### config.mk
export PLATFORM = sky130hd
export DESIGN_NAME = npfl_ctrl
export DESIGN_NICKNAME = d
export VERILOG_FILES = /design/src/hw/rtl/npfl_pkg.sv /design/src/hw/rtl/npfl_ctrl.sv
export VERILOG_INCLUDE_DIRS = /design/src /design/src/hw/rtl
export SDC_FILE = /design/constraint.sdc
export NUM_CORES = 1
export LEC_CHECK = 0
export ABC_AREA = 1
export BUFFER_PORTS_ARGS = -buffer_cell sky130_fd_sc_hd__buf_2
export CAP_MARGIN = 20
export CORE_AREA = 2 2 39 41
export CTS_CLUSTER_SIZE = 20
export DETAILED_ROUTE_END_ITERATION = 6
export DIE_AREA = 0 0 41 43
export GPL_ROUTABILITY_DRIVEN = 0
export PLACE_DENSITY = 0.66
export SETUP_SLACK_MARGIN = 0.2
export SLEW_MARGIN = 40
export SYNTH_ARGS = -nofsm -noshare
export SYNTH_HDL_FRONTEND = slang
export SYNTH_SLANG_ARGS = --single-unit
### constraint.sdc
create_clock -name clk_i -period 1.3 [get_ports clk_i]
set_input_delay 0.39 -clock clk_i [delete_from_list [all_inputs] [get_ports clk_i]]
set_output_delay 0.39 -clock clk_i [all_outputs]
set_load 0.02 [all_outputs]
### src/hw/rtl/node_pool_free_list_core_defines.svh
// Assertion macros for the node pool free list core.
// Included by modules that carry concurrent checks.
`ifndef NODE_POOL_FREE_LIST_CORE_DEFINES_SVH
`define NODE_POOL_FREE_LIST_CORE_DEFINES_SVH
// implication checked on every edge outside reset
`define NPFL_ASSERT_IMP(lbl, clk, rstn, ante, cons) \
  lbl: assert property (@(posedge clk) disable iff (!rstn) (ante) |-> (cons)) \
    else $error("check failed");
// next-cycle implication
`define NPFL_ASSERT_NXT(lbl, clk, rstn, ante, cons) \
  lbl: assert property (@(posedge clk) disable iff (!rstn) (ante) |=> (cons)) \
    else $error("check failed");
`endif

### src/hw/rtl/npfl_pkg.sv
// Package for the node pool free list core: widths, codes, command types.
// No dependencies.
`timescale 1ns / 1ps
package npfl_pkg;
  localparam int unsigned PoolNodesDef = 1024;
  localparam int unsigned CntW = 11;
  localparam logic [CntW-1:0] CountMax = 11'd2047;
  localparam int unsigned ActW = 2;
  localparam int unsigned IdxW = 10;
  localparam int unsigned BytesW = 23;
  localparam int unsigned CfgW = 4;

  localparam logic [ActW-1:0] ActInsert  = 2'd0;
  localparam logic [ActW-1:0] ActAlloc   = 2'd1;
  localparam logic [ActW-1:0] ActDealloc = 2'd2;

  // controller -> datapath commands
  typedef enum logic [3:0] {
    CmdNone, CmdLoad, CmdRdHead, CmdPop, CmdPush, CmdThrInit, CmdThrStep,
    CmdThrEnd, CmdSrchInit, CmdSrchRd, CmdSrchStep, CmdUnlink, CmdFail, CmdReject
  } cmd_e;

  typedef struct packed {
    logic head_null;
    logic small_req;
    logic idx_bad;
    logic cnt_zero;
    logic thr_last;
    logic srch_end;
    logic srch_hit;
    logic [ActW-1:0] action;
  } status_t;
endpackage

### src/hw/rtl/npfl_ctrl.sv
// Controller state machine of the node pool free list core.
// Depends on npfl_pkg and node_pool_free_list_core_defines.svh.
`timescale 1ns / 1ps
`include "node_pool_free_list_core_defines.svh"
module npfl_ctrl import npfl_pkg::*; (
  input  logic    clk_i,
  input  logic    rst_ni,
  input  logic    in_valid_i,
  output logic    in_ready_o,
  input  logic    out_ready_i,
  output logic    out_valid_o,
  input  status_t st_i,
  output cmd_e    cmd_o
);
  typedef enum logic [2:0] {
    SIdle, SDecode, SThread, SSrchRd, SSrch, SUnlink, SOut
  } state_e;
  state_e state_q;

  assign in_ready_o  = (state_q == SIdle);
  assign out_valid_o = (state_q == SOut);

  always_comb begin
    cmd_o = CmdNone;
    unique case (state_q)
      SIdle: if (in_valid_i) cmd_o = CmdLoad;
      SDecode: begin
        priority if (st_i.action == ActAlloc) begin
          priority if (st_i.head_null) cmd_o = CmdFail;
          else if (st_i.small_req) cmd_o = CmdPop;
          else cmd_o = CmdSrchInit;
        end else if (st_i.action == ActInsert || st_i.action == ActDealloc) begin
          priority if (st_i.idx_bad) cmd_o = CmdReject;
          else if (st_i.action == ActDealloc && st_i.small_req) cmd_o = CmdPush;
          else if (st_i.action == ActInsert && st_i.cnt_zero) cmd_o = CmdReject;
          else cmd_o = CmdThrInit;
        end else cmd_o = CmdReject;
      end
      SThread: cmd_o = st_i.thr_last ? CmdThrEnd : CmdThrStep;
      SSrchRd: cmd_o = CmdSrchRd;
      SSrch: begin
        priority if (st_i.srch_end) cmd_o = CmdFail;
        else if (st_i.srch_hit) cmd_o = CmdNone;
        else cmd_o = CmdSrchStep;
      end
      // link after the run end is only ready in the cycle after the hit
      SUnlink: cmd_o = CmdUnlink;
      SOut: cmd_o = CmdNone;
      default: cmd_o = CmdNone;
    endcase
  end

  always_ff @(posedge clk_i or negedge rst_ni) begin
    if (!rst_ni) begin
      state_q <= SIdle;
    end else begin
      unique case (state_q)
        SIdle: if (in_valid_i) state_q <= SDecode;
        SDecode: begin
          unique case (cmd_o)
            CmdThrInit: state_q <= SThread;
            CmdSrchInit: state_q <= SSrchRd;
            default: state_q <= SOut;
          endcase
        end
        SThread: if (st_i.thr_last) state_q <= SOut;
        SSrchRd: state_q <= SSrch;
        SSrch: begin
          priority if (st_i.srch_end) state_q <= SOut;
          else if (st_i.srch_hit) state_q <= SUnlink;
          else state_q <= SSrchRd;
        end
        SUnlink: state_q <= SOut;
        SOut: if (out_ready_i) state_q <= SIdle;
        default: state_q <= SIdle;
      endcase
    end
  end

  `NPFL_ASSERT_IMP(a_rdy_out_excl, clk_i, rst_ni, in_ready_o, !out_valid_o)
  `NPFL_ASSERT_NXT(a_accept_decode, clk_i, rst_ni, in_valid_i && in_ready_o,
                   state_q == SDecode)
  `NPFL_ASSERT_NXT(a_out_hold, clk_i, rst_ni, out_valid_o && !out_ready_i, out_valid_o)
endmodule

Word-level counts from Yosys, hierarchy flattened
Index checks and enable logic that the tools add are counted.
- flip-flop bits (word level): 3
- logic and storage cells: 39
- output and inout port bits: 6
- reduce and logical (&&, ||, !) cells: 6
- multiplexer cells: 19
- equal/unequal tests: 13
- operators with widths (kind ; number):
    2-to-1 mux 4 bit ; 9
    case mux 4 bit (6 select lines) ; 1
    case mux 3 bit (7 select lines) ; 1
    2-to-1 mux 3 bit ; 5
    equality test 3 bit (second input constant) ; 3
    equality test 3 x 2 -> 1 bit (second input constant) ; 2
    != test 2 bit (second input constant) ; 3
    case mux 3 bit (2 select lines) ; 1
    equality test 4 x 3 -> 1 bit (second input constant) ; 1
    equality test 4 bit (second input constant) ; 1
    equality test 3 x 1 -> 1 bit (second input constant) ; 1
    zero test 3 bit ; 1
    AND reduction 3 bit ; 1
    equality test 2 x 1 -> 1 bit (second input constant) ; 1
    equality test 2 bit (second input constant) ; 1
    logical AND 1 bit ; 2
    zero test 2 bit ; 1
    2-to-1 mux 1 bit ; 2
    logical OR 1 bit ; 1

Longest topological paths before layout
Gate-level depths: netlist (run 1).
- word-level depth: 11
- depth in mapped cells: 12

Least setup slack after synthesis (run 1)
OpenSTA, ideal clock, no wires.
- kind: reg2out
- start: reg state_q[2]
- end: out cmd_o[0]
- setup slack: -0.223 ns
- arrival time: 1.133 ns
- stages on the path, launching flop included: 9
- cell sequence: dfrtp_1 buf_4 inv_4 nand2_2 nor2_4 nand3_1 nand2_1 nor2_1 inv_1
- cells in the longest elaborated chain, start to end: 2
- RTL lines (what ; RTL line ; RTL):
    start, declared ; npfl_ctrl.sv:18 ; state_e state_q;
    start signal, assigned ; npfl_ctrl.sv:55 ; state_q <= SIdle;
    start signal, assigned ; npfl_ctrl.sv:58 ; SIdle: if (in_valid_i) state_q <= SDecode;
    start signal, assigned ; npfl_ctrl.sv:61 ; CmdThrInit: state_q <= SThread;
    equality test 3 bit, or another cell as far along ; npfl_ctrl.sv:25 ; unique case (state_q)
    case mux 4 bit (6 select lines) (*) ; npfl_ctrl.sv:25 ;
    end, declared ; npfl_ctrl.sv:13 ; output cmd_e cmd_o
Every way passes the cells marked *; elsewhere a longest branch is shown, timed or not.

Final worst setup path (run 1)
- start: reg state_q[1]
- end: out cmd_o[0]
Same word-level chain as after synthesis.

==> flow_summary.json, run 1 <==
{
  "status": "finished with violations",
  "failed_checks": "setup timing",
  "finalSetupViolations": 9,
  "mappedNetlistArea_um2": 498,
  "drive_gt1_share_pct": 64.5,
  "synth_edf_count": 0,
  "synth_top_flop_cell": "dfrtp_1",
  "cts.clk_slew.worst_paths_ns": 0.05,
  "synth_top_cell_area_share_pct": 17.3,
  "finClkSkew_ns": 0.0123,
  "max_freq_mhz": 553,
  "areaGrowthSynthToFinish_pct": 104,
  "place_area_um2": 763,
  "ys_types": 23,
  "grt_use_met3_pct": 1.57,
  "fp.dieW_um": 41,
  "antenna_found_initial": 0,
  "core_region_area_um2": 1380,
  "reg_top3": "state_q (3)",
  "numClockSinks": 3,
  "postLayoutCoreUtil_pct": 73.4,
  "p_per_area_nw_per_um2": 2880,
  "routedWlPerCell_um": 11.4,
  "post-route-min-period_ns": 1.81,
  "crit_fanout": 8,
  "met1_usage_pct": 27.7,
  "yosysMostFrequentCell": "nand2_1",
  "r2r_slack_ns": -0.41,
  "clock_latency_ns": 0.26,
  "grt_busiest_layer": "met2",
  "synth_fp_nets": 98,
  "cp-end-kind": "output pin",
  "drc": 0,
  "cp.arrival_ns": 1.42,
  "hold_violations": 0,
  "synth_area_per_cell_um2": 5.86,
  "pin_count": 19,
  "synthTopCellsByCount": "23 x nand2_1, 11 x nand3_1, 11 x nor2_1",
  "grt_use_total_pct": 20.7,
  "synth-seq-cells": 3,
  "htree_levels": 1,
  "rsz0062_at_grt": "true",
  "largest_reg_flops": 3,
  "required_ns": 0.91,
  "holdCritPathClass": "input pin to asynchronous set/reset pin",
  "vias_per_cell": 4.86,
  "cts_tree": "yes",
  "postLayoutCellArea_um2": 1020,
  "leakage_nw": 0.559,
  "cts_buffer_depth": 2,
  "diodes": 0,
  "dieHeight_um": 43,
  "grt_max_degree": 9,
  "nNetsFinal": 152,
  "dieArea_um2": 1760,
  "yosys_warnings": 0,
  "start_kind": "flop",
  "ir_worst_vdd_mv": 1.82,
  "via_count": 748,
  "grt.overflow.total": 0,
  "synth_area_leader_cell": "nand2_1",
  "drt_iter0_drc": 13,
  "first_pass_iters": 4,
  "post-dp-hpwl_um": 1080,
  "num_rows": 14,
  "worstSetupPathType": "flop to output pin",
  "synthTopCellsByArea": "nand2_1 17%, dfrtp_1 15%, nand3_1 11%, nor2_1 8.3%, inv_1 7.5%",
  "synth.yosys.seq_area_share_pct": 15.1,
  "totalWireLength_um": 1760,
  "synth_cells": 85,
  "final.period_utilization_pct": 139,
  "grt_pass1_wl_um": 2540,
  "grt_use_met2_pct": 32.8,
  "ant_nets": 0,
  "worst_pin_slew_ns": 0.267,
  "port_buffers": 18,
  "final_max_slew_viol_count": 0,
  "start_util_pct": 36.0,
  "numCtsBuffers": 3,
  "clockRootBuffer": "clkbuf_4",
  "drv_cap": 0,
  "relSlewSlack_pct": 82.1,
  "regMostFlops": "state_q",
  "grt_pass1_vias": 644,
  "setup_ws_ns": -0.508,
  "synthArstFlopShare_pct": 100
}
[routing by layer]
| metal | part of all wire [%] | up-vias |
|---|---|---|
| met5 | 0 | - |
| met1 | 42 | 340 |
| met2 | 50 | 26 |
| met3 | 4.6 | 5 |
| li1 | - | 377 |
| met4 | 3.4 | 0 |
[critical path, stage by stage (launching register included)]
cell	delay, ns
dfrtp_2	0.48
nor2_4	0.24
nand3_1	0.13
nand3_2	0.11
nor2_4	0.05
inv_2	0.05
buf_6	0.10
[kinds of logic (layout without fill, tap and decap cells)]
family	Yosys count	in the layout	share of synthesized area [%]
simple gates	60	60	63.8
buf+inv	17	70	15.8
flops	3	3	15.1
compound gates	5	5	5.28
[power by group]
part           leakage [nW]  switching, W  internal (W)
combinational         0.510       0.00116       0.00129
clock                0.0150     0.0000700      0.000116
sequential           0.0337      0.000137      0.000152
total                 0.559       0.00136       0.00156
[cell usage in the layout, fill, tap and decap left out]
master	n
nor3_1	1
nand3_1	5
inv_8	1
nor2_2	3
clkbuf_4	3
nor2_1	7
buf_6	14
nand2_2	3
buf_2	12
inv_1	8
nand2_4	2
o21ai_1	1
nand2_1	21
clkbuf_1	1
buf_4	24
nand4_1	2
dfrtp_2	3
o21ai_0	1
o21ai_2	1
nand3_4	1
nand3_2	9
inv_4	1
a31oi_1	1
inv_2	5
a21oi_2	1
nor2_4	5
or3_4	1
dlygate4sd3_1	1
[area by class of cell]
| type | count | area, µm² |
|---|---|---|
| Timing Repair Buffer | 51 | 408 |
| Multi-Input combinational cell | 65 | 417 |
| Clock buffer | 4 | 26.3 |
| Sequential cell | 3 | 78.8 |
| Tap cell | 16 | 20.0 |
| Fill cell | 94 | 368 |
| Inverter | 15 | 66.3 |
[what timing repair did]
action / in CTS / in global routing
endpoints found under the hold margin: 3 / 0
buffers inserted: 6 / 6
endpoints found under the setup margin: 9 / 9
pin swaps: 8 / 15
resized for setup: 18 / 20
hold buffers: 1 / 0
[stage by stage]
| step | setup WS, ns | total power (W) | cells | hold WS (ns) | setup TNS (ns) |
|---|---|---|---|---|---|
| 5_1_grt | -0.585 | 0.00311 | 154 | 0.466 | -4.03 |
| 6_report | -0.508 | 0.00292 | 154 | 0.452 | -3.47 |
| 3_5_place_dp | -0.317 | 0.00187 | 137 | 0.188 | -1.84 |
| 2_1_floorplan | -0.153 | 0.00130 | 85 | 0.0944 | -0.483 |
| 4_1_cts | -0.467 | 0.00240 | 148 | 0.485 | -2.80 |
| 3_3_place_gp | -0.313 | 0.00185 | 137 | 0.186 | -1.71 |
[path summary, 6_finish.rpt]
path                       startpoint  cells after the start          to
setup / recovery           state_q[1]                      6    cmd_o[0]
setup reg to reg           state_q[1]                     13  state_q[2]
min in group clk_i            st_i[4]                      4  state_q[0]
hold reg to reg            state_q[1]                      3  state_q[1]
max in group asynchronous      rst_ni                      2  state_q[2]
hold / removal                 rst_ni                      2  state_q[0]
(Power assumes the default switching activity.)
==> run 2: changes to the inputs <==
- ABC_AREA: 1 -> default
- PLACE_DENSITY: 0.66 -> default
==> run 2 against run 1 <==
The run still ends with setup timing left; sequential power fell by 32%; final cell count fell by 22%; non-clock buffer count decreased by 6; cell area shrank 6.8%; fmax decreased by 3.5%; synthesized cell count is 29% lower; clock skew shrank 0.0094 ns; die area did not move; clock power decreased by 12%; highest routed layer unchanged.
==> flow_summary.json, run 2 <==
{
  "seq_area_um2": 76.3,
  "crit_slowest_cell": "dfrtp_2",
  "finalSetupTns_ns": -3.67,
  "ir_worst_vdd_mv": 1.15,
  "required_ns": 0.91,
  "regMostFlops": "state_q",
  "synthTopCellsByCount": "6 x nand2_1, 5 x o21ai_0, 4 x nor3_1",
  "wl_met1_um": 596,
  "ant_nets": 0,
  "drc": 0,
  "p_total_w": 0.00262,
  "port_buffers": 18,
  "dr_wl_met2_um": 919,
  "drv_cap": 0,
  "postLayoutCoreUtil_pct": 68.4,
  "synth_area_leader_cell": "dfrtp_1",
  "totalWireLength_um": 1630,
  "routedWlPerCell_um": 13.6,
  "synth.yosys.seq_area_share_pct": 16.6,
  "max_stage_delay_ns": 0.43,
  "crit_fanout": 4,
  "yosys_warnings": 0,
  "final_cells": 120,
  "start_util_pct": 32.7,
  "cp.arrival_ns": 1.48,
  "path_delay_family": "flip-flops",
  "drive_gt1_share_pct": 67.3,
  "fp.dieW_um": 41,
  "max_freq_mhz": 534,
  "multi_input_area_um2": 424,
  "synth_top_cell_area_share_pct": 16.6,
  "via_count": 675,
  "yosysMostFrequentCell": "nand2_1",
  "dp.cells": 108,
  "first_pass_iters": 4,
  "relSlewSlack_pct": 78.0,
  "worst_pin_slew_ns": 0.326,
  "cts_buffer_depth": 2,
  "startpoint": "state_q[0]",
  "cts.clk_slew.worst_paths_ns": 0.04,
  "num_rows": 14,
  "reg_top3": "state_q (3)",
  "synth_area_per_cell_um2": 7.55,
  "synth_cells": 60,
  "cts_tree": "yes",
  "worst-path-buf-inv": 1,
  "highest_layer": "met4",
  "numCtsBuffers": 3,
  "finalSetupViolations": 8,
  "synth_top_flop_cell": "dfrtp_1",
  "grt_pass1_wl_um": 2470,
  "grt_use_total_pct": 20.6,
  "final.period_utilization_pct": 144,
  "synth_edf_count": 0,
  "post-dp-hpwl_um": 1030,
  "start_kind": "flop",
  "leakage_nw": 0.431,
  "dieArea_um2": 1760,
  "clockRootBuffer": "clkbuf_4",
  "grt.overflow.total": 0,
  "synthTopCellsByArea": "dfrtp_1 17%, a211oi_2 5.5%, o21ai_0 5.5%, nand2_1 5.0%, nor3_1 4.4%",
  "hold_violations": 0,
  "nNetsFinal": 118,
  "p_per_area_nw_per_um2": 2760,
  "synthArstFlopShare_pct": 100,
  "holdCritPathClass": "input pin to asynchronous set/reset pin",
  "dieHeight_um": 43,
  "numClockSinks": 3,
  "diodes": 0,
  "final_common_cell": "buf_4",
  "r2r_start": "state_q[1]",
  "pin_count": 19,
  "clock_latency_ns": 0.23,
  "wl_met3_um": 99,
  "fillers": 113,
  "grt_pass1_vias": 603,
  "failed_checks": "setup timing",
  "areaGrowthSynthToFinish_pct": 109,
  "status": "finished with violations",
  "grt_max_degree": 13,
  "worstSetupPathType": "flop to output pin",
  "largest_reg_flops": 3,
  "antenna_found_initial": 0,
  "cp-end-kind": "output pin",
  "ys_types": 32,
  "synth_fp_nets": 73,
  "final_cell_mix": "19 x buf_4, 12 x buf_2, 10 x buf_6",
  "final_max_slew_viol_count": 0,
  "htree_levels": 1,
  "vias_per_cell": 5.63,
  "rsz0062_at_grt": "true",
  "post-route-min-period_ns": 1.87,
  "synth-seq-cells": 3,
  "mappedNetlistArea_um2": 453,
  "finClkSkew_ns": 0.00287,
  "cp_cell_sequence": "or2b_1 -> nor3_2 -> a311o_1 -> buf_6",
  "setup_ws_ns": -0.574,
  "drt_iter0_drc": 20,
  "core_region_area_um2": 1380
}
run 2: cell types whose count changed in the layout (fill, tap and decap cells not counted), sizes merged, moves of 3 or more:
| cell | delta |
|---|---|
| nand2b | +3 |
| nand2 | -20 |
| buf | -6 |
| nor2 | -12 |
| inv | -11 |
| nor3 | +3 |
| nand3 | -15 |
run 2: layout make-up:
type / instances / area share [%]
Inverter: 4 / 2.11
Tap cell: 16 / 2.11
Sequential cell: 3 / 8.06
Multi-Input combinational cell: 48 / 44.8
Timing Repair Buffer: 45 / 40.2
Clock buffer: 4 / 2.77
run 2: power by group:
part           total, W  switching [W]  internal, W
Sequential     0.000197      0.0000527     0.000144
Combinational   0.00226        0.00101      0.00125
Clock          0.000163      0.0000476     0.000115
Total           0.00262        0.00111      0.00150
run 2: per-stage QoR:
stage               worst slack, ns  hold WS (ns)  area (µm²)
global placement             -0.446         0.186         736
finish                       -0.574         0.480         947
CTS                          -0.537         0.482         831
global route                 -0.622         0.517         947
floorplan                    -0.267        0.0944         520
detailed placement           -0.451         0.191         736
run 2: path summary, 6_finish.rpt:
check                             end  slack (ns)  depth (start not counted)
min                        state_q[1]        0.48                          2
max reg2reg                state_q[0]       -0.43                          7
max                          cmd_o[2]       -0.57                          4
max in group asynchronous  state_q[0]        0.70                          2
min in group clk_i         state_q[1]        0.50                          4
min reg2reg                state_q[0]        0.61                          2
run 2: cells by family (layout without fill, tap and decap cells):
family	Yosys count	count (layout)	synth area share, %
simple gates	27	27	35.9
compound gates	21	21	36.7
flops	3	3	16.6
buf+inv	9	53	10.8
run 2: timing repair:
item                                    4_1_cts  5_1_grt
pin swaps                                     0        6
endpoints found under the hold margin         3        0
hold buffers                                  1        0
setup buffers                                 2        5
resized for setup                            13       22
endpoints found under the setup margin        8        9
run 2: layer usage:
metal | vias to the layer above | global-route usage [%]
met5 | - | 0
met4 | 0 | 9.33
met3 | 3 | 5.24
met2 | 29 | 33.4
met1 | 327 | 23.9
li1 | 316 | -
